<file path="src/hdl/dasp_pkg.sv">
// ----------------------------------------------------------------------------
// Dual-axis step pulse counter package
// Shared widths, command codes and the control and status bundles that pass
// between the controller and the datapath.
// ----------------------------------------------------------------------------
package dasp_pkg;

    // Field and state widths
    localparam int CmdWidth    = 3;
    localparam int AmountWidth = 16;
    localparam int CountWidth  = 24;
    localparam int RateWidth   = 15;
    localparam int MicroWidth  = 5;
    localparam int PeriodWidth = 20;
    localparam int CfgIdxWidth = 1;
    localparam int CfgWidth    = 15;
    localparam int DivCntWidth = 5;

    // Timer ticks in one second
    localparam logic [PeriodWidth-1:0] TicksPerSecond = 20'd1000000;

    // Command codes
    localparam logic [CmdWidth-1:0] CMD_TICK     = 3'd0;
    localparam logic [CmdWidth-1:0] CMD_MOVE_X   = 3'd1;
    localparam logic [CmdWidth-1:0] CMD_MOVE_Y   = 3'd2;
    localparam logic [CmdWidth-1:0] CMD_STOP_X   = 3'd3;
    localparam logic [CmdWidth-1:0] CMD_STOP_Y   = 3'd4;
    localparam logic [CmdWidth-1:0] CMD_STOP_ALL = 3'd5;

    // Configuration register indexes
    localparam logic [CfgIdxWidth-1:0] REG_STEP_RATE  = 1'd0;
    localparam logic [CfgIdxWidth-1:0] REG_MICROSTEPS = 1'd1;

    // Commands from the controller to the datapath
    typedef struct packed {
        logic accept;    // commit the accepted transaction to the axis state
        logic div_step;  // run one bit of the period division
        logic load_out;  // capture the result register
    } ctrl_t;

    // Status from the datapath to the controller
    typedef struct packed {
        logic div_needed; // the offered nonzero move starts from idle
        logic div_last;   // the division is on its final bit
    } status_t;

endpackage

</file>
<file path="src/hdl/dasp_in_if.sv">
// ----------------------------------------------------------------------------
// Command channel
// Valid/ready channel that carries one command or timer tick per transaction.
// ----------------------------------------------------------------------------
interface dasp_in_if;

    logic                                    valid;
    logic                                    ready;
    logic [dasp_pkg::CmdWidth-1:0]           cmd;
    logic signed [dasp_pkg::AmountWidth-1:0] step_amount;

    modport source (output valid, output cmd, output step_amount, input ready);
    modport sink   (input valid, input cmd, input step_amount, output ready);

endinterface

</file>
<file path="src/hdl/dasp_out_if.sv">
// ----------------------------------------------------------------------------
// Result channel
// Valid/ready channel that carries the step, direction and count lines.
// ----------------------------------------------------------------------------
interface dasp_out_if;

    logic                                   valid;
    logic                                   ready;
    logic                                   step_x;
    logic                                   step_y;
    logic                                   dir_x;
    logic                                   dir_y;
    logic signed [dasp_pkg::CountWidth-1:0] left_x;
    logic signed [dasp_pkg::CountWidth-1:0] left_y;
    logic                                   running;

    modport source (output valid, output step_x, output step_y, output dir_x,
                    output dir_y, output left_x, output left_y, output running,
                    input ready);
    modport sink   (input valid, input step_x, input step_y, input dir_x,
                    input dir_y, input left_x, input left_y, input running,
                    output ready);

endinterface

</file>
<file path="src/hdl/dasp_datapath.sv">
// ----------------------------------------------------------------------------
// Dual-axis step pulse counter datapath
// Configuration registers, axis counters, step phase, the bit-serial period
// divider and the result register.
// ----------------------------------------------------------------------------
module dasp_datapath (
    input  logic                                    clk,
    input  logic                                    rst_n,
    input  logic                                    cfg_we,
    input  logic [dasp_pkg::CfgIdxWidth-1:0]        cfg_index,
    input  logic [dasp_pkg::CfgWidth-1:0]           cfg_data,
    input  logic [dasp_pkg::CmdWidth-1:0]           cmd,
    input  logic signed [dasp_pkg::AmountWidth-1:0] step_amount,
    input  dasp_pkg::ctrl_t                         ctrl,
    output dasp_pkg::status_t                       status,
    output logic                                    step_x,
    output logic                                    step_y,
    output logic                                    dir_x,
    output logic                                    dir_y,
    output logic signed [dasp_pkg::CountWidth-1:0]  left_x,
    output logic signed [dasp_pkg::CountWidth-1:0]  left_y,
    output logic                                    running
);

    localparam int CW = dasp_pkg::CountWidth;
    localparam int PW = dasp_pkg::PeriodWidth;
    localparam int MW = dasp_pkg::AmountWidth + dasp_pkg::MicroWidth;

    logic [dasp_pkg::RateWidth-1:0]   rate_reg;
    logic [dasp_pkg::MicroWidth-1:0]  micro_reg;
    logic signed [CW-1:0]             rem_x_reg, rem_x_next;
    logic signed [CW-1:0]             rem_y_reg, rem_y_next;
    logic                             dir_x_reg, dir_x_next;
    logic                             dir_y_reg, dir_y_next;
    logic [PW-1:0]                    period_reg, period_next;
    logic [PW-1:0]                    phase_reg, phase_next;
    logic [PW-1:0]                    divisor_reg;
    logic [PW:0]                      div_rem_reg;
    logic [PW-1:0]                    div_quo_reg;
    logic [dasp_pkg::DivCntWidth-1:0] div_cnt_reg;

    logic [dasp_pkg::RateWidth-1:0]   rate_eff;
    logic [dasp_pkg::MicroWidth-1:0]  micro_eff;
    logic signed [MW-1:0]             move_delta;
    logic signed [CW-1:0]             move_x, move_y;
    logic                             axes_idle;
    logic                             amount_nz;
    logic [PW-1:0]                    phase_inc;
    logic [PW:0]                      div_shift;
    logic                             div_bit;
    logic [PW-1:0]                    div_quo_new;
    logic                             half_period;

    // Saturating add of a move to an axis count
    function automatic logic signed [CW-1:0] sat_add(
        input logic signed [CW-1:0] cnt,
        input logic signed [MW-1:0] delta
    );
        logic signed [CW:0] sum;
        sum = {cnt[CW-1], cnt} + {{(CW + 1 - MW){delta[MW-1]}}, delta};
        if (sum[CW] != sum[CW-1])
        begin
            sat_add = sum[CW] ? {1'b1, {(CW-1){1'b0}}} : {1'b0, {(CW-1){1'b1}}};
        end
        else
        begin
            sat_add = sum[CW-1:0];
        end
    endfunction

    // One count toward zero
    function automatic logic signed [CW-1:0] toward_zero(
        input logic signed [CW-1:0] cnt
    );
        if (cnt == '0)
        begin
            toward_zero = '0;
        end
        else if (cnt[CW-1])
        begin
            toward_zero = cnt + CW'(1);
        end
        else
        begin
            toward_zero = cnt - CW'(1);
        end
    endfunction

    // Zero configuration values act as one
    assign rate_eff  = (rate_reg == '0) ? dasp_pkg::RateWidth'(1) : rate_reg;
    assign micro_eff = (micro_reg == '0) ? dasp_pkg::MicroWidth'(1) : micro_reg;

    // Move size in microsteps
    assign move_delta = $signed({{(MW - dasp_pkg::AmountWidth){step_amount[
                            dasp_pkg::AmountWidth-1]}}, step_amount})
                      * $signed({{(MW - dasp_pkg::MicroWidth){1'b0}}, micro_eff});
    assign move_x     = sat_add(rem_x_reg, move_delta);
    assign move_y     = sat_add(rem_y_reg, move_delta);
    assign axes_idle  = (rem_x_reg == '0) && (rem_y_reg == '0);
    assign amount_nz  = (step_amount != '0);
    assign phase_inc  = phase_reg + PW'(1);

    // A move from idle needs a fresh period
    assign status.div_needed = axes_idle && amount_nz &&
                               ((cmd == dasp_pkg::CMD_MOVE_X) ||
                                (cmd == dasp_pkg::CMD_MOVE_Y));
    assign status.div_last   = (div_cnt_reg == '0);

    // Restoring division, one quotient bit per cycle
    assign div_shift   = {div_rem_reg[PW-1:0], dasp_pkg::TicksPerSecond[div_cnt_reg]};
    assign div_bit     = (div_shift >= {1'b0, divisor_reg});
    assign div_quo_new = {div_quo_reg[PW-2:0], div_bit};

    // Next axis state
    always_comb
    begin
        rem_x_next  = rem_x_reg;
        rem_y_next  = rem_y_reg;
        dir_x_next  = dir_x_reg;
        dir_y_next  = dir_y_reg;
        period_next = period_reg;
        phase_next  = phase_reg;
        if (ctrl.accept)
        begin
            case (cmd)
                dasp_pkg::CMD_TICK:
                begin
                    if (!axes_idle)
                    begin
                        if (phase_inc >= period_reg)
                        begin
                            phase_next = '0;
                            rem_x_next = toward_zero(rem_x_reg);
                            rem_y_next = toward_zero(rem_y_reg);
                        end
                        else
                        begin
                            phase_next = phase_inc;
                        end
                    end
                end
                dasp_pkg::CMD_MOVE_X:
                begin
                    if (amount_nz)
                    begin
                        rem_x_next = move_x;
                        dir_x_next = move_x[CW-1];
                    end
                end
                dasp_pkg::CMD_MOVE_Y:
                begin
                    if (amount_nz)
                    begin
                        rem_y_next = move_y;
                        dir_y_next = move_y[CW-1];
                    end
                end
                dasp_pkg::CMD_STOP_X:
                begin
                    rem_x_next = '0;
                end
                dasp_pkg::CMD_STOP_Y:
                begin
                    rem_y_next = '0;
                end
                dasp_pkg::CMD_STOP_ALL:
                begin
                    rem_x_next = '0;
                    rem_y_next = '0;
                end
                default:
                begin
                end
            endcase
        end
        if (ctrl.div_step && status.div_last)
        begin
            period_next = (div_quo_new == '0) ? PW'(1) : div_quo_new;
            phase_next  = '0;
        end
    end

    // Configuration and axis state registers
    always_ff @(posedge clk or negedge rst_n)
    begin
        if (!rst_n)
        begin
            rate_reg   <= dasp_pkg::RateWidth'(100);
            micro_reg  <= dasp_pkg::MicroWidth'(1);
            rem_x_reg  <= '0;
            rem_y_reg  <= '0;
            dir_x_reg  <= 1'b0;
            dir_y_reg  <= 1'b0;
            period_reg <= '0;
            phase_reg  <= '0;
        end
        else
        begin
            if (cfg_we && (cfg_index == dasp_pkg::REG_STEP_RATE))
            begin
                rate_reg <= cfg_data;
            end
            if (cfg_we && (cfg_index == dasp_pkg::REG_MICROSTEPS))
            begin
                micro_reg <= cfg_data[dasp_pkg::MicroWidth-1:0];
            end
            rem_x_reg  <= rem_x_next;
            rem_y_reg  <= rem_y_next;
            dir_x_reg  <= dir_x_next;
            dir_y_reg  <= dir_y_next;
            period_reg <= period_next;
            phase_reg  <= phase_next;
        end
    end

    // Divider registers
    always_ff @(posedge clk or negedge rst_n)
    begin
        if (!rst_n)
        begin
            div_cnt_reg <= '0;
        end
        else if (ctrl.accept)
        begin
            div_cnt_reg <= dasp_pkg::DivCntWidth'(PW - 1);
        end
        else if (ctrl.div_step && !status.div_last)
        begin
            div_cnt_reg <= div_cnt_reg - dasp_pkg::DivCntWidth'(1);
        end
    end

    always_ff @(posedge clk)
    begin
        if (ctrl.accept)
        begin
            divisor_reg <= {{(PW - dasp_pkg::RateWidth){1'b0}}, rate_eff}
                         * {{(PW - dasp_pkg::MicroWidth){1'b0}}, micro_eff};
            div_rem_reg <= '0;
            div_quo_reg <= '0;
        end
        else if (ctrl.div_step)
        begin
            div_rem_reg <= div_bit ? (div_shift - {1'b0, divisor_reg}) : div_shift;
            div_quo_reg <= div_quo_new;
        end
    end

    // Result register
    assign half_period = ({phase_reg, 1'b0} < {1'b0, period_reg});

    always_ff @(posedge clk)
    begin
        if (ctrl.load_out)
        begin
            step_x  <= (rem_x_reg != '0) && half_period;
            step_y  <= (rem_y_reg != '0) && half_period;
            dir_x   <= dir_x_reg;
            dir_y   <= dir_y_reg;
            left_x  <= rem_x_reg;
            left_y  <= rem_y_reg;
            running <= !axes_idle;
        end
    end

endmodule

</file>
<file path="src/hdl/dasp_ctrl.sv">
// ----------------------------------------------------------------------------
// Dual-axis step pulse counter controller
// Sequences accept, period division and result hand-off for one transaction.
// ----------------------------------------------------------------------------
module dasp_ctrl (
    input  logic              clk,
    input  logic              rst_n,
    input  logic              in_valid,
    output logic              in_ready,
    output logic              out_valid,
    input  logic              out_ready,
    input  dasp_pkg::status_t status,
    output dasp_pkg::ctrl_t   ctrl
);

    localparam logic [1:0] S_IDLE = 2'd0;
    localparam logic [1:0] S_DIV  = 2'd1;
    localparam logic [1:0] S_EMIT = 2'd2;

    logic [1:0] state_reg, state_next;
    logic       out_valid_reg, out_valid_next;

    // Take a transaction only once the result register is free
    assign in_ready  = (state_reg == S_IDLE) && (!out_valid_reg || out_ready);
    assign out_valid = out_valid_reg;

    // Next state and commands
    always_comb
    begin
        state_next     = state_reg;
        out_valid_next = out_valid_reg && !out_ready;
        ctrl           = '0;
        unique case (state_reg)
            S_IDLE:
            begin
                if (in_valid && in_ready)
                begin
                    ctrl.accept = 1'b1;
                    state_next  = status.div_needed ? S_DIV : S_EMIT;
                end
            end
            S_DIV:
            begin
                ctrl.div_step = 1'b1;
                if (status.div_last)
                begin
                    state_next = S_EMIT;
                end
            end
            S_EMIT:
            begin
                ctrl.load_out  = 1'b1;
                out_valid_next = 1'b1;
                state_next     = S_IDLE;
            end
            default:
            begin
                state_next = S_IDLE;
            end
        endcase
    end

    // State registers
    always_ff @(posedge clk or negedge rst_n)
    begin
        if (!rst_n)
        begin
            state_reg     <= S_IDLE;
            out_valid_reg <= 1'b0;
        end
        else
        begin
            state_reg     <= state_next;
            out_valid_reg <= out_valid_next;
        end
    end

endmodule

</file>
<file path="src/hdl/dual_axis_step_pulse_counter.sv">
// ----------------------------------------------------------------------------
// Dual-axis step pulse counter
// Two-axis step and direction generator driven by microsecond ticks and
// move/stop commands, with one result transaction per command.
// ----------------------------------------------------------------------------
// Each command transaction yields one result transaction that shows the step,
// direction and remaining-count lines after the command. Ticks, stops and moves
// onto a running axis go from accept through the emit state to the result; a move
// that starts from idle first runs the period division, since the step period
// (one million divided by step rate times microsteps) comes from a restoring
// divider that resolves one of its 20 quotient bits per cycle. A new command is
// taken as soon as the previous result has been taken or is being taken. Configuration
// writes reach the step period at the next start from idle; microsteps scale moves at once.
module dual_axis_step_pulse_counter (
    input  logic                               clk,
    input  logic                               rst_n,
    input  logic                               cfg_we,
    input  logic [dasp_pkg::CfgIdxWidth-1:0]   cfg_index,
    input  logic [dasp_pkg::CfgWidth-1:0]      cfg_data,
    dasp_in_if.sink                            cmd_chan,
    dasp_out_if.source                         result_chan
);

    dasp_pkg::ctrl_t   ctrl;
    dasp_pkg::status_t status;

    // Sequencing
    dasp_ctrl u_ctrl (
        .clk       (clk),
        .rst_n     (rst_n),
        .in_valid  (cmd_chan.valid),
        .in_ready  (cmd_chan.ready),
        .out_valid (result_chan.valid),
        .out_ready (result_chan.ready),
        .status    (status),
        .ctrl      (ctrl)
    );

    // Axis state, divider and result register
    dasp_datapath u_datapath (
        .clk         (clk),
        .rst_n       (rst_n),
        .cfg_we      (cfg_we),
        .cfg_index   (cfg_index),
        .cfg_data    (cfg_data),
        .cmd         (cmd_chan.cmd),
        .step_amount (cmd_chan.step_amount),
        .ctrl        (ctrl),
        .status      (status),
        .step_x      (result_chan.step_x),
        .step_y      (result_chan.step_y),
        .dir_x       (result_chan.dir_x),
        .dir_y       (result_chan.dir_y),
        .left_x      (result_chan.left_x),
        .left_y      (result_chan.left_y),
        .running     (result_chan.running)
    );

    // Only one transaction is in flight at a time.
    assert property (@(posedge clk) disable iff (!rst_n)
        (cmd_chan.valid && cmd_chan.ready) |=> !cmd_chan.ready)
        else $error("command accepted while another is in flight");

    // Loading the result register always presents a result.
    assert property (@(posedge clk) disable iff (!rst_n)
        ctrl.load_out |=> result_chan.valid)
        else $error("result loaded but not presented");

    // The divider never runs while commands are taken.
    assert property (@(posedge clk) disable iff (!rst_n)
        ctrl.div_step |-> !cmd_chan.ready)
        else $error("command port open during period division");

endmodule

</file>
<file path="src/flat_wrapper.sv">
// flat-port wrapper written by rule: the top's interface ports become plain ports
module dual_axis_step_pulse_counter_flat 
  (clk, rst_n, cfg_we, cfg_index, cfg_data, cmd_chan_valid, cmd_chan_cmd, cmd_chan_step_amount, cmd_chan_ready, result_chan_valid, result_chan_step_x, result_chan_step_y, result_chan_dir_x, result_chan_dir_y, result_chan_left_x, result_chan_left_y, result_chan_running, result_chan_ready);
  dasp_in_if cmd_chan_i ();
  dasp_out_if result_chan_i ();
  input  logic clk;
  input  logic rst_n;
  input  logic cfg_we;
  input  logic [dasp_pkg::CfgIdxWidth-1:0] cfg_index;
  input  logic [dasp_pkg::CfgWidth-1:0] cfg_data;
  input wire logic [$bits(cmd_chan_i.valid)-1:0] cmd_chan_valid;
  input wire logic [$bits(cmd_chan_i.cmd)-1:0] cmd_chan_cmd;
  input wire logic [$bits(cmd_chan_i.step_amount)-1:0] cmd_chan_step_amount;
  output wire logic [$bits(cmd_chan_i.ready)-1:0] cmd_chan_ready;
  output wire logic [$bits(result_chan_i.valid)-1:0] result_chan_valid;
  output wire logic [$bits(result_chan_i.step_x)-1:0] result_chan_step_x;
  output wire logic [$bits(result_chan_i.step_y)-1:0] result_chan_step_y;
  output wire logic [$bits(result_chan_i.dir_x)-1:0] result_chan_dir_x;
  output wire logic [$bits(result_chan_i.dir_y)-1:0] result_chan_dir_y;
  output wire logic [$bits(result_chan_i.left_x)-1:0] result_chan_left_x;
  output wire logic [$bits(result_chan_i.left_y)-1:0] result_chan_left_y;
  output wire logic [$bits(result_chan_i.running)-1:0] result_chan_running;
  input wire logic [$bits(result_chan_i.ready)-1:0] result_chan_ready;
  assign cmd_chan_i.valid = cmd_chan_valid;
  assign cmd_chan_i.cmd = cmd_chan_cmd;
  assign cmd_chan_i.step_amount = cmd_chan_step_amount;
  assign cmd_chan_ready = cmd_chan_i.ready;
  assign result_chan_valid = result_chan_i.valid;
  assign result_chan_step_x = result_chan_i.step_x;
  assign result_chan_step_y = result_chan_i.step_y;
  assign result_chan_dir_x = result_chan_i.dir_x;
  assign result_chan_dir_y = result_chan_i.dir_y;
  assign result_chan_left_x = result_chan_i.left_x;
  assign result_chan_left_y = result_chan_i.left_y;
  assign result_chan_running = result_chan_i.running;
  assign result_chan_i.ready = result_chan_ready;
  dual_axis_step_pulse_counter u_core (.clk(clk), .rst_n(rst_n), .cfg_we(cfg_we), .cfg_index(cfg_index), .cfg_data(cfg_data), .cmd_chan(cmd_chan_i), .result_chan(result_chan_i));
endmodule
</file>
<file path="config.mk">
export PLATFORM = sky130hd
export DESIGN_NAME = dual_axis_step_pulse_counter_flat
export DESIGN_NICKNAME = d
export VERILOG_FILES = /design/src/hdl/dasp_pkg.sv /design/src/hdl/dasp_in_if.sv /design/src/hdl/dasp_out_if.sv /design/src/hdl/dasp_datapath.sv /design/src/hdl/dasp_ctrl.sv /design/src/hdl/dual_axis_step_pulse_counter.sv /design/src/flat_wrapper.sv
export SDC_FILE = /design/constraint.sdc
export NUM_CORES = 1
export LEC_CHECK = 0
export ABC_AREA = 1
export BUFFER_PORTS_ARGS = -buffer_cell sky130_fd_sc_hd__buf_2
export CAP_MARGIN = 20
export CORE_UTILIZATION = 51
export DETAILED_ROUTE_END_ITERATION = 8
export GPL_TIMING_DRIVEN = 0
export PLACE_DENSITY = 0.71
export SLEW_MARGIN = 40
export SYNTH_ARGS = -nofsm -noshare
export SYNTH_HDL_FRONTEND = slang
export SYNTH_SLANG_ARGS = --single-unit
</file>
<file path="constraint.sdc">
create_clock -name clk -period 6.6 [get_ports clk]
set_clock_uncertainty 0.2 [all_clocks]
set_input_delay 1.32 -clock clk [delete_from_list [all_inputs] [get_ports clk]]
set_output_delay 1.32 -clock clk [all_outputs]
set_load 0.01 [all_outputs]
</file>
* After elaboration in Yosys (flattened, before gate mapping)
Memory sizes are Yosys's and may differ from the RTL's.
Cells that the tools add are included.
** Storage, ports and cells
- Flip-flop bits (word level) :: 230
- Bits in latches :: 0
- RAM bits :: 0
- Memory bits (read-only) :: 32
- Bits of input ports :: 40
- Output and inout port bits :: 55
- Memories :: 1
** Memories
- (name not given) :: depth 32, width 1, read ports 1, clocked after Yosys merged registers in 0, wr ports 0, RTL line dasp_datapath.sv:110 : assign div_shift = {div_rem_reg[PW-1:0], dasp_pkg::TicksPerSecond[div_cnt_reg]};
** Operators by class
- Add/sub/neg operators :: 9
- Multiply operators :: 2
- Div/mod/pow operators :: 0
- $lt $le $gt $ge :: 4
- Equality and inequality tests :: 16
- Shifts and indexed selects :: 0
- Mux-type cells :: 37
- Bitwise gates (word level) :: 1
- Reduce and logical (&&, ||, !) cells :: 42
** Operator list (count)
- $mux 24 :: 14
- $pmux 24 s3 :: 2
- $mux 20 :: 7
- $add 24x21->25 :: 2
- $add 24x2->24 const B :: 2
- $logic_not 24->1 :: 2
- $reduce_bool 24->1 :: 2
- $sub 24x2->24 const B :: 2
- $ge 21x20->1 :: 1
- $lt 21x20->1 :: 1
- $mul 16x6->21 :: 1
- $add 20x1->20 const B :: 1
- $ge 20x20->1 :: 1
- $logic_not 20->1 :: 1
- $mul 15x5->20 :: 1
- $sub 20x20->20 :: 1
- $reduce_bool 16->1 :: 1
- $logic_not 15->1 :: 1
- $mux 15 :: 1
- $mux 5 :: 3
- $logic_and 1x1->1 :: 12
- $logic_not 5->1 :: 2
- $ne 2x2->1 const B :: 5
- $reduce_and 5->1 :: 2
- 22 further kinds :: 43

* Longest topological paths before layout
Gate-level depths: netlist of the first run.
- Word-level depth :: 8
- Depth in mapped cells :: 40
- Mapped depth without buffers :: 37

* Hierarchy
Synthesis of the first run repeated with hierarchy kept, for this count alone.
** Second synthesis, totals
- Cells, all modules :: 3271
- Area, all modules :: 22935.7 µm²
** By module, submodules not included
- dasp_datapath :: instances 1, cells each 3249, area each 22776.8 µm², seq. area each 5855.6 µm²
- dasp_ctrl :: instances 1, cells each 22, area each 158.9 µm², seq. area each 75.1 µm²

* Least setup slack after synthesis of the first run
Ideal clock, no wire load.
- Path kind :: input -> register
- Start point :: input cmd_chan_step_amount[15]
- End point :: register u_core.u_datapath.rem_y_reg[18]
- Data arrival time :: 6.205 ns
- Data required time :: 6.284 ns
- Setup slack :: 0.078 ns
- Stages :: 29
- Cells stage by stage :: inv_1 nor2_1 fa_1 fa_1 inv_1 fa_1 inv_1 ha_1 a21o_1 a21oi_1 o21bai_1 a21oi_1 xor2_1 ha_1 nand2_1 inv_1 nand2_1 nand2_1 a21oi_1 nand3_2 nand2_1 nand2_1 nand2_2 clkbuf_8 nand3_1 nand2_1 nand2_1 nand2_1 nand2_1
** On the way
- Longest elaborated chain between the ends :: 6
** Ends and longest elaborated chain
- from (decl) :: RTL line flat_wrapper.sv:13 : input wire logic [$bits(cmd_chan_i.step_amount)-1:0] cmd_chan_step_amount;
- $mul 16x6->21 :: RTL line dasp_datapath.sv:96 : * $signed({{(MW - dasp_pkg::MicroWidth){1'b0}}, micro_eff});
- $add 24x21->25 :: RTL line dasp_datapath.sv:60 : sum = {cnt[CW-1], cnt} + {{(CW + 1 - MW){delta[MW-1]}}, delta};
- $mux 24 or $ne 1x1->1 (tied branches) :: RTL line dasp_datapath.sv:63, dasp_datapath.sv:61
- $mux 24 :: RTL line dasp_datapath.sv:61 : if (sum[CW] != sum[CW-1])
- $mux 24 :: RTL line dasp_datapath.sv:152 : if (amount_nz)
- $pmux 24 s3 :: RTL line dasp_datapath.sv:125 : case (cmd)
- to (signal assigned) :: RTL line dasp_datapath.sv:208 : rem_y_reg <= rem_y_next;
- to (decl) :: RTL line dasp_datapath.sv:32 : logic signed [CW-1:0] rem_y_reg, rem_y_next;
Several ways; a longest one is shown, not always the timed one. The select of a mux whose other input is x is not followed.
A chain may end at the register's enable or synchronous reset.

* Worst setup path after layout of the first run
- Start point :: register u_core.u_datapath.micro_reg[3] (netlist name)
- End point :: register u_core.u_datapath.rem_x_reg[3]
** On the way
- Longest elaborated chain between the ends :: 8
** Ends and longest elaborated chain
- from (decl) :: RTL line dasp_datapath.sv:30 : logic [dasp_pkg::MicroWidth-1:0] micro_reg;
- from (signal assigned) :: RTL line dasp_datapath.sv:189 : micro_reg <= dasp_pkg::MicroWidth'(1);
- from (signal assigned) :: RTL line dasp_datapath.sv:205 : micro_reg <= cfg_data[dasp_pkg::MicroWidth-1:0];
- $logic_not 5->1 :: RTL line dasp_datapath.sv:91 : assign micro_eff = (micro_reg == '0) ? dasp_pkg::MicroWidth'(1) : micro_reg;
- $mux 5 * :: RTL line dasp_datapath.sv:91
- $mul 16x6->21 * :: RTL line dasp_datapath.sv:96
- $add 24x21->25 * :: RTL line dasp_datapath.sv:60
- $mux 24 or $ne 1x1->1 (tied branches) :: RTL line dasp_datapath.sv:63, dasp_datapath.sv:61
- $mux 24 * :: RTL line dasp_datapath.sv:61
- $mux 24 * :: RTL line dasp_datapath.sv:144 : if (amount_nz)
- $pmux 24 s3 * :: RTL line dasp_datapath.sv:125
- to (signal assigned) :: RTL line dasp_datapath.sv:207 : rem_x_reg <= rem_x_next;
- to (decl) :: RTL line dasp_datapath.sv:31 : logic signed [CW-1:0] rem_x_reg, rem_x_next;
Mark *: on every way between the ends. The rest lies on a longest branch, timed or not. The select of a mux whose other input is x is not followed.

==> out/summary.md, run 1 <==
The tree built by TritonCTS fans out to 230 sinks. The post-place instance area is 24300 um2. The async set-or-reset flop fraction in the synthesized netlist is 0.513, and the number of antenna violations at the first check in global routing is 4. Via-per-instance ratio: 5.39. The net count of the mapped netlist is 3622, and the total number of yosys warnings is 0. The aggregate global-route resource usage is 0.284, and the count of flip-flops with a built-in enable after synthesis is 73.

In the routed design, unresolved DRC markers number 0. At the pin with the least slew margin, the transition time is 791 ps. Family with the most delay on the worst path: adder cells. The summed negative setup slack over all endpoints came out at 0 ps.

The cell area after layout came out at 26300 um2. Clock latency on the worst-skew pair, taken at its later pin, is 600 ps. The final design utilization came out at 0.593. The tools report the sequential standard cell area as 5930 um2. TritonCTS created 29 clock buffers. After clock tree synthesis, the clock-pin slew on the worst setup and hold paths is 60 ps. Cell seen most often among critical-path stages: nand2_1. The slowest stage of the critical path is the fa_1 cell.

The total of flip-flops plus latches after synthesis is 230. The critical path class was reg2reg. The worst setup path is captured at a flip-flop. The routed layout has 21800 vias. The chip width came out at 214 um.

The total detailed-routing wirelength was 66.9 mm; the portion of the clock cycle consumed by the worst path in the final layout was 0.978. The maximum cell stage delay along the critical path works out to 530 ps. Along the worst path, the maximum fanout reaches 10. The synthesized netlist cell count is 3265, and the largest net degree at the start of global routing is 67. The net count of the finished layout came out at 3778. The multi-input combinational cell area came out at 15300 um2.

Dividing the detail-routed wire length by the instance count gives 16.6 um. Static timing analysis puts the maximum clock frequency at 155 MHz. For the sequential-to-total area share from yosys stat, the log shows 0.258.

For the relative slew slack, the log shows 0.472. The flow ran to the end, and the final reports show no timing, DRC or antenna violations. In this run the vertical extent of the chip is 214 um. The run gives 1 as the maximum level of the CTS H-tree. The tools report the via count of the first global-routing pass as 20900. The first TritonRoute pass finished after 7 iterations.

The count of pins over their slew limit is 0, and the die area is 45900 um2. The hold violation total from the final report came out at 0. The final setup violation count was 0; the count of buffer and inverter cells on the critical path was 7. The tools report the clock root buffer as clkbuf_16.

The area growth from synthesis to final layout was 14.4%. After global routing the overflow that remains totals 0. Kind of start point of the critical path: a flip-flop. The average instance in the mapped netlist occupies 7.04 um2. The tool flagged a number of max-cap violations equal to 0.

Core footprint: 44300 um2. The detail route stage leaves a number of antenna-violating nets equal to 0. The total of fill cells in the finished design is 4206. Input and output buffers added on the ports amount to 94. The run gives 23000 um2 as the cell area after synthesis. The run gives 4038 as the final cell count without fillers.

The data arrival at the endpoint of the critical path was 6770 ps; the number of buffers on the longest clock path was 3. The starting density of the core is 0.518. For the finished layout, the period the worst path requires is 6450 ps.

For this block, the initial DRC count from the detailed router was 1707. The layout cell share with drive strength beyond 1 was 0.110. The most used flip-flop cell after synthesis is dfrtp_1. The half-perimeter wire length after placement is 53.5 mm. I/O pin total: 95.

After synthesis, the netlist uses 60 different library cells. The congestion estimate from routability-driven global placement came to 0.996. At the worst endpoint, the required time is 6910 ps. TritonCTS built the clock tree.

The placed instance count was 3955; the count of standard-cell rows was 77. For the wire length of the first global-routing pass, the log shows 106 mm. The worst hold path belongs to the class reg2reg.
kinds of logic after synthesis:
kind of cell    Yosys count  synth area share
compound gates          486             0.120
xor+xnor                 94            0.0358
fa+ha+maj               317             0.203
buf+inv                 619             0.107
flops                   230             0.258
simple gates           1519             0.276
repair_timing:
item | CTS | global route
pin swaps | 10 | 36
setup buffers | 8 | 17
hold buffers | 0 | 0
resized for setup | 50 | 128
setup endpoints to repair | 50 | 50
gates cloned | 0 | 4
Yosys cell counts, types with 4 or more instances:
master    instances  area share
xnor2_1          32       0.012
nor2_1          315       0.051
xor2_1           62       0.024
a31oi_1          15      0.0041
nand3_1         160       0.035
buf_6            13      0.0064
buf_4             7      0.0023
nand4_1          61       0.017
dfstp_2           4      0.0046
a21oi_1         228       0.050
nand2_1         881        0.14
o22ai_1          27      0.0074
nand2_4           4      0.0020
dfxtp_1          39       0.034
fa_1             92       0.080
o21bai_1         25      0.0082
clkbuf_1         34      0.0056
nand3b_1          8      0.0026
ha_1            225        0.12
inv_2             4     0.00065
and2_1            6      0.0016
a21oi_2           7      0.0027
a21o_1           16      0.0052
nor4_1           12      0.0033
a21boi_0          4      0.0013
nor2_2            8      0.0022
o21a_1           13      0.0042
edfxtp_1         73       0.095
inv_1           551       0.090
o211ai_1          5      0.0016
o21ai_0         121       0.026
nor3_1           33      0.0072
buf_2             5      0.0011
dfrtp_1         114        0.12
nand2_2          16      0.0044
metal layers:
| layer | vias to the layer above | global-route usage | routed length, um |
|---|---|---|---|
| li1 | 10800 | - | - |
| met1 | 10200 | 0.386 | 29900 |
| met2 | 589 | 0.476 | 31400 |
| met3 | 115 | 0.0316 | 3650 |
| met4 | 4 | 0.0838 | 1920 |
| met5 | - | 0 | 23 |
final timing paths:
kind                                                             from                                     endpoint  slack, ps  cells after the start
max in group asynchronous                                       rst_n            u_core.u_ctrl.out_valid$_DFF_PN0_       5100                      2
max reg2reg                u_core.u_datapath.micro_reg[3]$_DFFE_PN0P_   u_core.u_datapath.rem_x_reg[3]$_DFFE_PN0P_        150                     32
max                        u_core.u_datapath.micro_reg[3]$_DFFE_PN0P_   u_core.u_datapath.rem_x_reg[3]$_DFFE_PN0P_        150                     32
min in group asynchronous                                       rst_n  u_core.u_datapath.rem_y_reg[10]$_DFFE_PN0P_        420                      1
min reg2reg                   u_core.u_datapath.dir_x_reg$_DFFE_PN0P_            u_core.u_datapath.dir_x$_DFFE_PP_        250                      0
min                           u_core.u_datapath.dir_x_reg$_DFFE_PN0P_            u_core.u_datapath.dir_x$_DFFE_PP_        250                      0
final cells by class:
class,count,area share
Clock buffer,41,0.0341
Multi-Input combinational cell,2416,0.581
Sequential cell,230,0.226
Buffer,59,0.0147
Antenna cell,2,0.000190
Inverter,558,0.0798
Clock inverter,13,0.00466
Tap cell,592,0.0282
Timing Repair Buffer,127,0.0321
cell usage in the layout (no fill, tap or decap), drive strengths merged, types with 3 or more instances in the layout:
cell type and n:
a211oi 3, a21boi 4, a21o 16, a21oi 237, a221oi 3, a22oi 3
a31oi 15, and2 6, buf 156, clkbuf 71, clkinv 12, dfrtp 114
dfstp 4, dfxtp 39, edfxtp 73, fa 92, ha 225, inv 558
nand2 901, nand3 162, nand3b 8, nand4 62, nor2 325, nor3 34
nor4 13, o2111ai 3, o211ai 5, o21a 13, o21ai 126, o21bai 25
o22ai 27, or2 4, xnor2 32, xor2 62
stage by stage:
step | hold slack [ps] | setup WS, ps
6_report | 245 | 145
5_1_grt | 255 | -118
4_1_cts | 244 | 3.02
3_5_place_dp | 231 | -1000
3_3_place_gp | 231 | -1000
2_1_floorplan | 219 | 78.4
Power of run 1 is not shown: default switching activity piles up to over one toggle a cycle in this logic, so the estimate is an artifact.
==> inputs of run 2 (changes only) <==
--- a/config.mk
+++ b/config.mk
@@ -10,2 +10,3 @@
 export CAP_MARGIN = 20
+export CORE_ASPECT_RATIO = 1.2
 export CORE_UTILIZATION = 51
@@ -13,3 +14,3 @@
 export GPL_TIMING_DRIVEN = 0
-export PLACE_DENSITY = 0.71
+export PLACE_DENSITY = 0.68
 export SLEW_MARGIN = 40
==> constraint.sdc (replaced) <==
create_clock -name clk -period 8.21 [get_ports clk]
set_clock_uncertainty 0.2 [all_clocks]
set_input_delay 1.642 -clock clk [delete_from_list [all_inputs] [get_ports clk]]
set_output_delay 1.642 -clock clk [all_outputs]
set_load 0.02 [all_outputs]
==> out/summary.md, run 2 (synthesis gave the netlist of run 1 again) <==
The remaining antenna violation count after routing was 0; the clock period minus worst slack was 7630 ps. Grouping stages by cell kind, the critical path spends the most delay in adder cells. The multi-input combinational cell area came out at 14600 um2.

Leaving out fill and tap cells, the most frequent cell in the layout is nand2_1. The post-cts sizing count is 0, and the aggregate global-route resource usage is 0.291. For this block, the initial DRC count from the detailed router was 1186. The tool flagged a number of max-cap violations equal to 0.

For this block, the via count after detailed routing is 21500. Counting stages on the worst path, the most repeated cell is nand2_1. The worst setup path is captured at a flip-flop. STA puts the critical path data required time at 8450 ps. The tools report the detailed-routing iteration count for the pre-antenna-repair pass as 6.

The later-pin clock latency in the skew report was 610 ps; the routability congestion estimate from global placement was 0.942. The final layout contains 3750 nets. The critical path class was reg2reg. The slowest stage cell on the critical path was fa_1. The total detailed-routing wirelength was 66.7 mm; the count of standard-cell rows was 84. Setup repair after global routing left no endpoint under its margin. Including well taps, the total number of placed cells is 3922.

After clock tree synthesis, the setup repair step added 0 buffers. In the layout the commonest cells are nand2_1, inv_1, nor2_1. The number of buffers created by CTS was 28; the sequential standard cell area was 5930 um2. The run finished with clean final reports. Data arrives at the worst endpoint at 7870 ps.

The clock-pin slew on the worst setup and hold paths was 60 ps; the total global routing overflow was 0. For the pin with the worst max-slew slack, the measured transition is 788 ps. The area growth from synthesis to final layout works out to 9.96%. The post-detailed-route wirelength per cell is 16.8 um, and the hold violation total from the final report is 0. The tools report the relative slew slack as 0.474.

From bottom edge to top edge, the die measures 235 um. Number of buffers on the longest clock path: 3. The count of cells in the finished layout, fillers not included, comes to 3974. In the routed layout, each cell is associated on average with a via count of 5.42. The worst hold path belongs to the class reg2reg. For this run, the slowest stage of the critical path takes 610 ps.

The number of buffers inserted by port buffering was 94; the fmax was 131 MHz. For the maximum level of the CTS H-tree, the log shows 1. Final setup violation count: 0. The via count of the first global-routing pass was 21300; the largest net degree at the start of global routing was 73. The count of buffer and inverter cells on the critical path works out to 6. STA classifies the critical path startpoint as a flip-flop. Counting every sink on the clock net gives 230. Buffers inserted to repair hold after CTS numbered 0.

The total inserted antenna cells came out at 0. Measured along the x axis, the die boundary spans 196 um. The wire length of the first global-routing pass is 107 mm, and the count of pins over their slew limit is 0. After detailed routing, the number of remaining DRC violations is 0. The starting density of the core is 0.521, and the I/O pin total is 95.

The number of antenna violations at the first check in global routing was 0. In this run the clock root is driven by a clkbuf_16. The portion of the clock cycle consumed by the worst path in the final layout works out to 0.929. Layout cell share with drive strength beyond 1: 0.0694.

Hold timing on the final database bottoms out at a slack of 246 ps. The die area came out at 45900 um2. The total area inside the core boundary comes to 44100 um2.

TritonCTS built the clock tree. The summed negative setup slack over all endpoints is 0 ps, and the total of fill cells in the finished design is 4311. In this run the worst path has a maximum fanout of 10. Once detailed placement completed, the half-perimeter wirelength came to 54.8 mm.
## run 2: cell types whose count changed in the layout (fill, tap and decap cells not counted), sizes merged
cell      previous run  this run
diode                2         0
clkinvlp             0         1
bufinv               1         0
clkinv              12        13
buf                156       124
clkbuf              71        73
## run 2: layer usage
metal / wire length, um / vias to the layer above / track usage
met5: 0 / - / 0
met3: 2280 / 152 / 0.0301
met1: 27100 / 10200 / 0.333
li1: - / 10800 / -
met2: 34200 / 457 / 0.546
met4: 3110 / 0 / 0.134
## run 2: final cells by class
type | count | area share
multi-input combinational | 2416 | 0.578
sequential | 230 | 0.235
inverter | 558 | 0.0829
clock buffer | 38 | 0.0350
tap | 559 | 0.0277
timing repair buffer | 98 | 0.0224
buffer | 61 | 0.0147
clock inverter | 14 | 0.00495
## run 2: final timing paths
| path | startpoint | endpoint | slack [ps] | cells past startpoint |
|---|---|---|---|---|
| setup reg to reg | u_core.u_datapath.micro_reg[3]$_DFFE_PN0P_ | u_core.u_datapath.rem_y_reg[22]$_DFFE_PN0P_ | 580 | 32 |
| max in group asynchronous | rst_n | u_core.u_datapath.rate_reg[2]$_DFFE_PN1P_ | 6270 | 2 |
| min in group asynchronous | rst_n | u_core.u_datapath.phase_reg[3]$_DFFE_PN0P_ | 730 | 1 |
| hold reg to reg | u_core.u_datapath.dir_y_reg$_DFFE_PN0P_ | u_core.u_datapath.dir_y$_DFFE_PP_ | 250 | 0 |
| setup / recovery | u_core.u_datapath.micro_reg[3]$_DFFE_PN0P_ | u_core.u_datapath.rem_y_reg[22]$_DFFE_PN0P_ | 580 | 32 |
| hold / removal | u_core.u_datapath.dir_y_reg$_DFFE_PN0P_ | u_core.u_datapath.dir_y$_DFFE_PP_ | 250 | 0 |
## run 2: stage by stage
step / util / setup slack [ps] / instance area (um2)
2_1_floorplan: - / 1370 / 23000
3_3_place_gp: 0.547 / 362 / 24100
3_5_place_dp: 0.549 / 257 / 24300
4_1_cts: 0.572 / 439 / 25300
5_1_grt: 0.572 / 52.3 / 25300
6_report: 0.572 / 582 / 25300
Power of run 2 is left out for the same reason.
==> inputs of run 3 (changes only) <==
BUFFER_PORTS_ARGS = -buffer_cell sky130_fd_sc_hd__buf_4   (was -buffer_cell sky130_fd_sc_hd__buf_2)
CELL_PAD_IN_SITES_DETAIL_PLACEMENT = 1   (was default)
CELL_PAD_IN_SITES_GLOBAL_PLACEMENT = 2   (was default)
CORE_UTILIZATION = 40   (was 51)
PLACE_DENSITY = default   (was 0.68)
PLACE_DENSITY_LB_ADDON = 0.1   (was default)
==> out/summary.md, run 3 (synthesis gave the netlist of run 1 again) <==
The commonest non-fill, non-tap cell in the layout is nand2_1. After clock tree synthesis, the clock-pin slew on the worst setup and hold paths is 60 ps. The worst register-to-register path begins at u_core.u_datapath.micro_reg[3]$_DFFE_PN0P_. The post-detailed-route wirelength per cell is 18.8 um. The aggregate global-route resource usage was 0.270; the data arrival at the endpoint of the critical path was 7880 ps. Placed instance count: 4090. The run gives 65.4 mm as the half-perimeter wire length after placement. The tools report the routed metal-1 wirelength as 34.5 mm. The run gives 95 as the count of standard-cell rows. The count of pins over their slew limit is 0. The family with the most delay on the worst path is adder cells. The die is 265 um tall.

The total area inside the core boundary comes to 56300 um2. Clock tree synthesis found a total of 230 sinks. For the number of violations of the max-capacitance limit, the log shows 0.

The run gives 7 as the detailed-routing iteration count for the pre-antenna-repair pass. The logs give 0 for the total inserted antenna cells and 3 for the number of buffers on the longest clock path. STA classifies the critical path endpoint as a flip-flop.

The clock root buffer was clkbuf_16. Setup repair after global routing left no endpoint under its margin. The tools report the total of fill cells in the finished design as 7285. By startpoint and endpoint, the worst setup path is classified as reg2reg. The endpoint identified for the worst register-to-register timing path is u_core.u_datapath.rem_y_reg[22]$_DFFE_PN0P_. The layout cell share with drive strength beyond 1 is 0.0721. The logs give 610 ps for the later-pin clock latency in the skew report and 0.923 for the routability congestion estimate from global placement. The most critical setup path has its startpoint at u_core.u_datapath.micro_reg[3]$_DFFE_PN0P_. The via-per-instance ratio works out to 5.24. For the starting density of the core, the log shows 0.408. Endpoint of the most critical setup path: u_core.u_datapath.rem_y_reg[22]$_DFFE_PN0P_.

Of all nets on the critical path, the largest fanout is 10. Summing all multi-input logic gate instances after layout gives 14600 um2. The portion of the clock cycle consumed by the worst path in the final layout is 0.926. Number of antenna violations at the first check in global routing: 1.

In this run the most critical hold path is launched from u_core.u_datapath.dir_x_reg$_DFFE_PN0P_. The min-delay analysis places its worst path in the category reg2reg. The logs give 95 for the I/O pin total and 0.459 for the relative slew slack. The floorplan step defined a die boundary enclosing 58400 um2.

The count of buffer and inverter cells on the critical path was 6; the DRC violations left was 4. The number of buffers created by CTS was 30. After detailed routing, the met3 layer carries 1.90 mm of wire. The remaining antenna violation count after routing is 0. The hold violation total from the final report is 0. TritonCTS built the clock tree.

The worst register-to-register path has a depth of 34. The maximum level of the CTS H-tree came out at 1. For the worst setup path, the data required time is 8490 ps. For this run, the post-layout net count is 3759.

The total overflow left after global routing is 0. The measured slew at the worst slew-check pin was 812 ps; the final cell count without fillers was 4153. In the layout the commonest cells are nand2_1, inv_1, nor2_1.

For the largest net degree at the start of global routing, the log shows 72. The slowest stage cell on the critical path is fa_1. Across all hold checks on the routed design, the worst slack comes to 273 ps.

The checks that failed: design-rule violations. The chip width was 221 um. STA classifies the critical path startpoint as a flip-flop. The total detailed-routing wirelength was 78.1 mm. The tools report the via count of the first global-routing pass as 23200. The run finished, with violations left.

The depth of the critical timing path with buffers and inverters included was 34. The first global-routing pass estimated 124 mm of wire. The routed design uses 39.6 mm of met2 wire. The setup check on the worst reg-to-reg path leaves a slack of 610 ps.

For this block, the initial DRC count from the detailed router was 935. For this run, the top clock speed supported by timing is 131 MHz. The largest single stage delay on the critical path is 580 ps. The highest metal layer carrying signal wires in the routed design is met4. Relative to the synthesized area, the layout overhead comes to 12.4%. Number of buffers inserted by port buffering: 94. The run gives 21800 as the total via count after detailed routing. Counting I/O delays and the setup requirement, the final critical path takes 7600 ps.

Across the whole layout, storage elements account for 5930 um2. The cell seen most often among critical-path stages was nand2_1. Setup violations remaining at the end of the flow were counted as 0.
-- run 3: per-stage QoR --
| stage | setup WS (ps) | util | instance area [um2] | TNS (ps) |
|---|---|---|---|---|
| detailed placement | -53.3 | 0.439 | 24700 | -160 |
| global placement | 97.6 | 0.437 | 24600 | 0 |
| CTS | 45.6 | 0.457 | 25800 | 0 |
| floorplan | 1370 | - | 23000 | 0 |
| global route | 92.4 | 0.458 | 25800 | 0 |
| finish | 605 | 0.458 | 25800 | 0 |
-- run 3: worst min path at each step --
stage                                        end  slack, ps  cells past startpoint
2_1_floorplan  u_core.u_datapath.dir_x$_DFFE_PP_        220                      0
3_3_place_gp   u_core.u_datapath.dir_x$_DFFE_PP_        260                      0
3_5_place_dp   u_core.u_datapath.dir_x$_DFFE_PP_        260                      0
4_1_cts        u_core.u_datapath.dir_x$_DFFE_PP_        270                      0
5_1_grt        u_core.u_datapath.dir_x$_DFFE_PP_        290                      0
6_report       u_core.u_datapath.dir_x$_DFFE_PP_        270                      0
-- run 3: layout make-up --
type	count	area share
plain buffers	61	0.0144
clock buffers	41	0.0343
clock inverters	15	0.00552
inverters	558	0.0812
multi-input cells	2416	0.566
flip-flops and latches	230	0.230
well taps	727	0.0352
repair buffers	105	0.0340
-- run 3: what timing repair did --
| action | 4_1_cts | 5_1_grt |
|---|---|---|
| endpoints found under the setup margin | 11 | 46 |
| gates resized for setup | 1 | 8 |
| setup buffers | 0 | 5 |
| pin swaps | 0 | 2 |
| hold buffers | 0 | 0 |
-- run 3: worst register-to-register path: cells and delay by family, from the launching register on --
kind / cells / cell delay [ps]
XOR/XNOR: 1 / 360
adder cells (fa/ha/maj): 5 / 2450
AND/OR/NAND/NOR: 17 / 2070
flip-flops: 1 / 350
AO/OA/AOI/OAI: 5 / 1070
buffers and inverters: 6 / 1020
-- run 3: routing by layer --
metal / GRT usage / up-vias
met5: 0 / -
li1: - / 10800
met4: 0.0750 / 0
met2: 0.492 / 286
met3: 0.0210 / 102
met1: 0.336 / 10600
Power of run 3 is left out for the same reason.
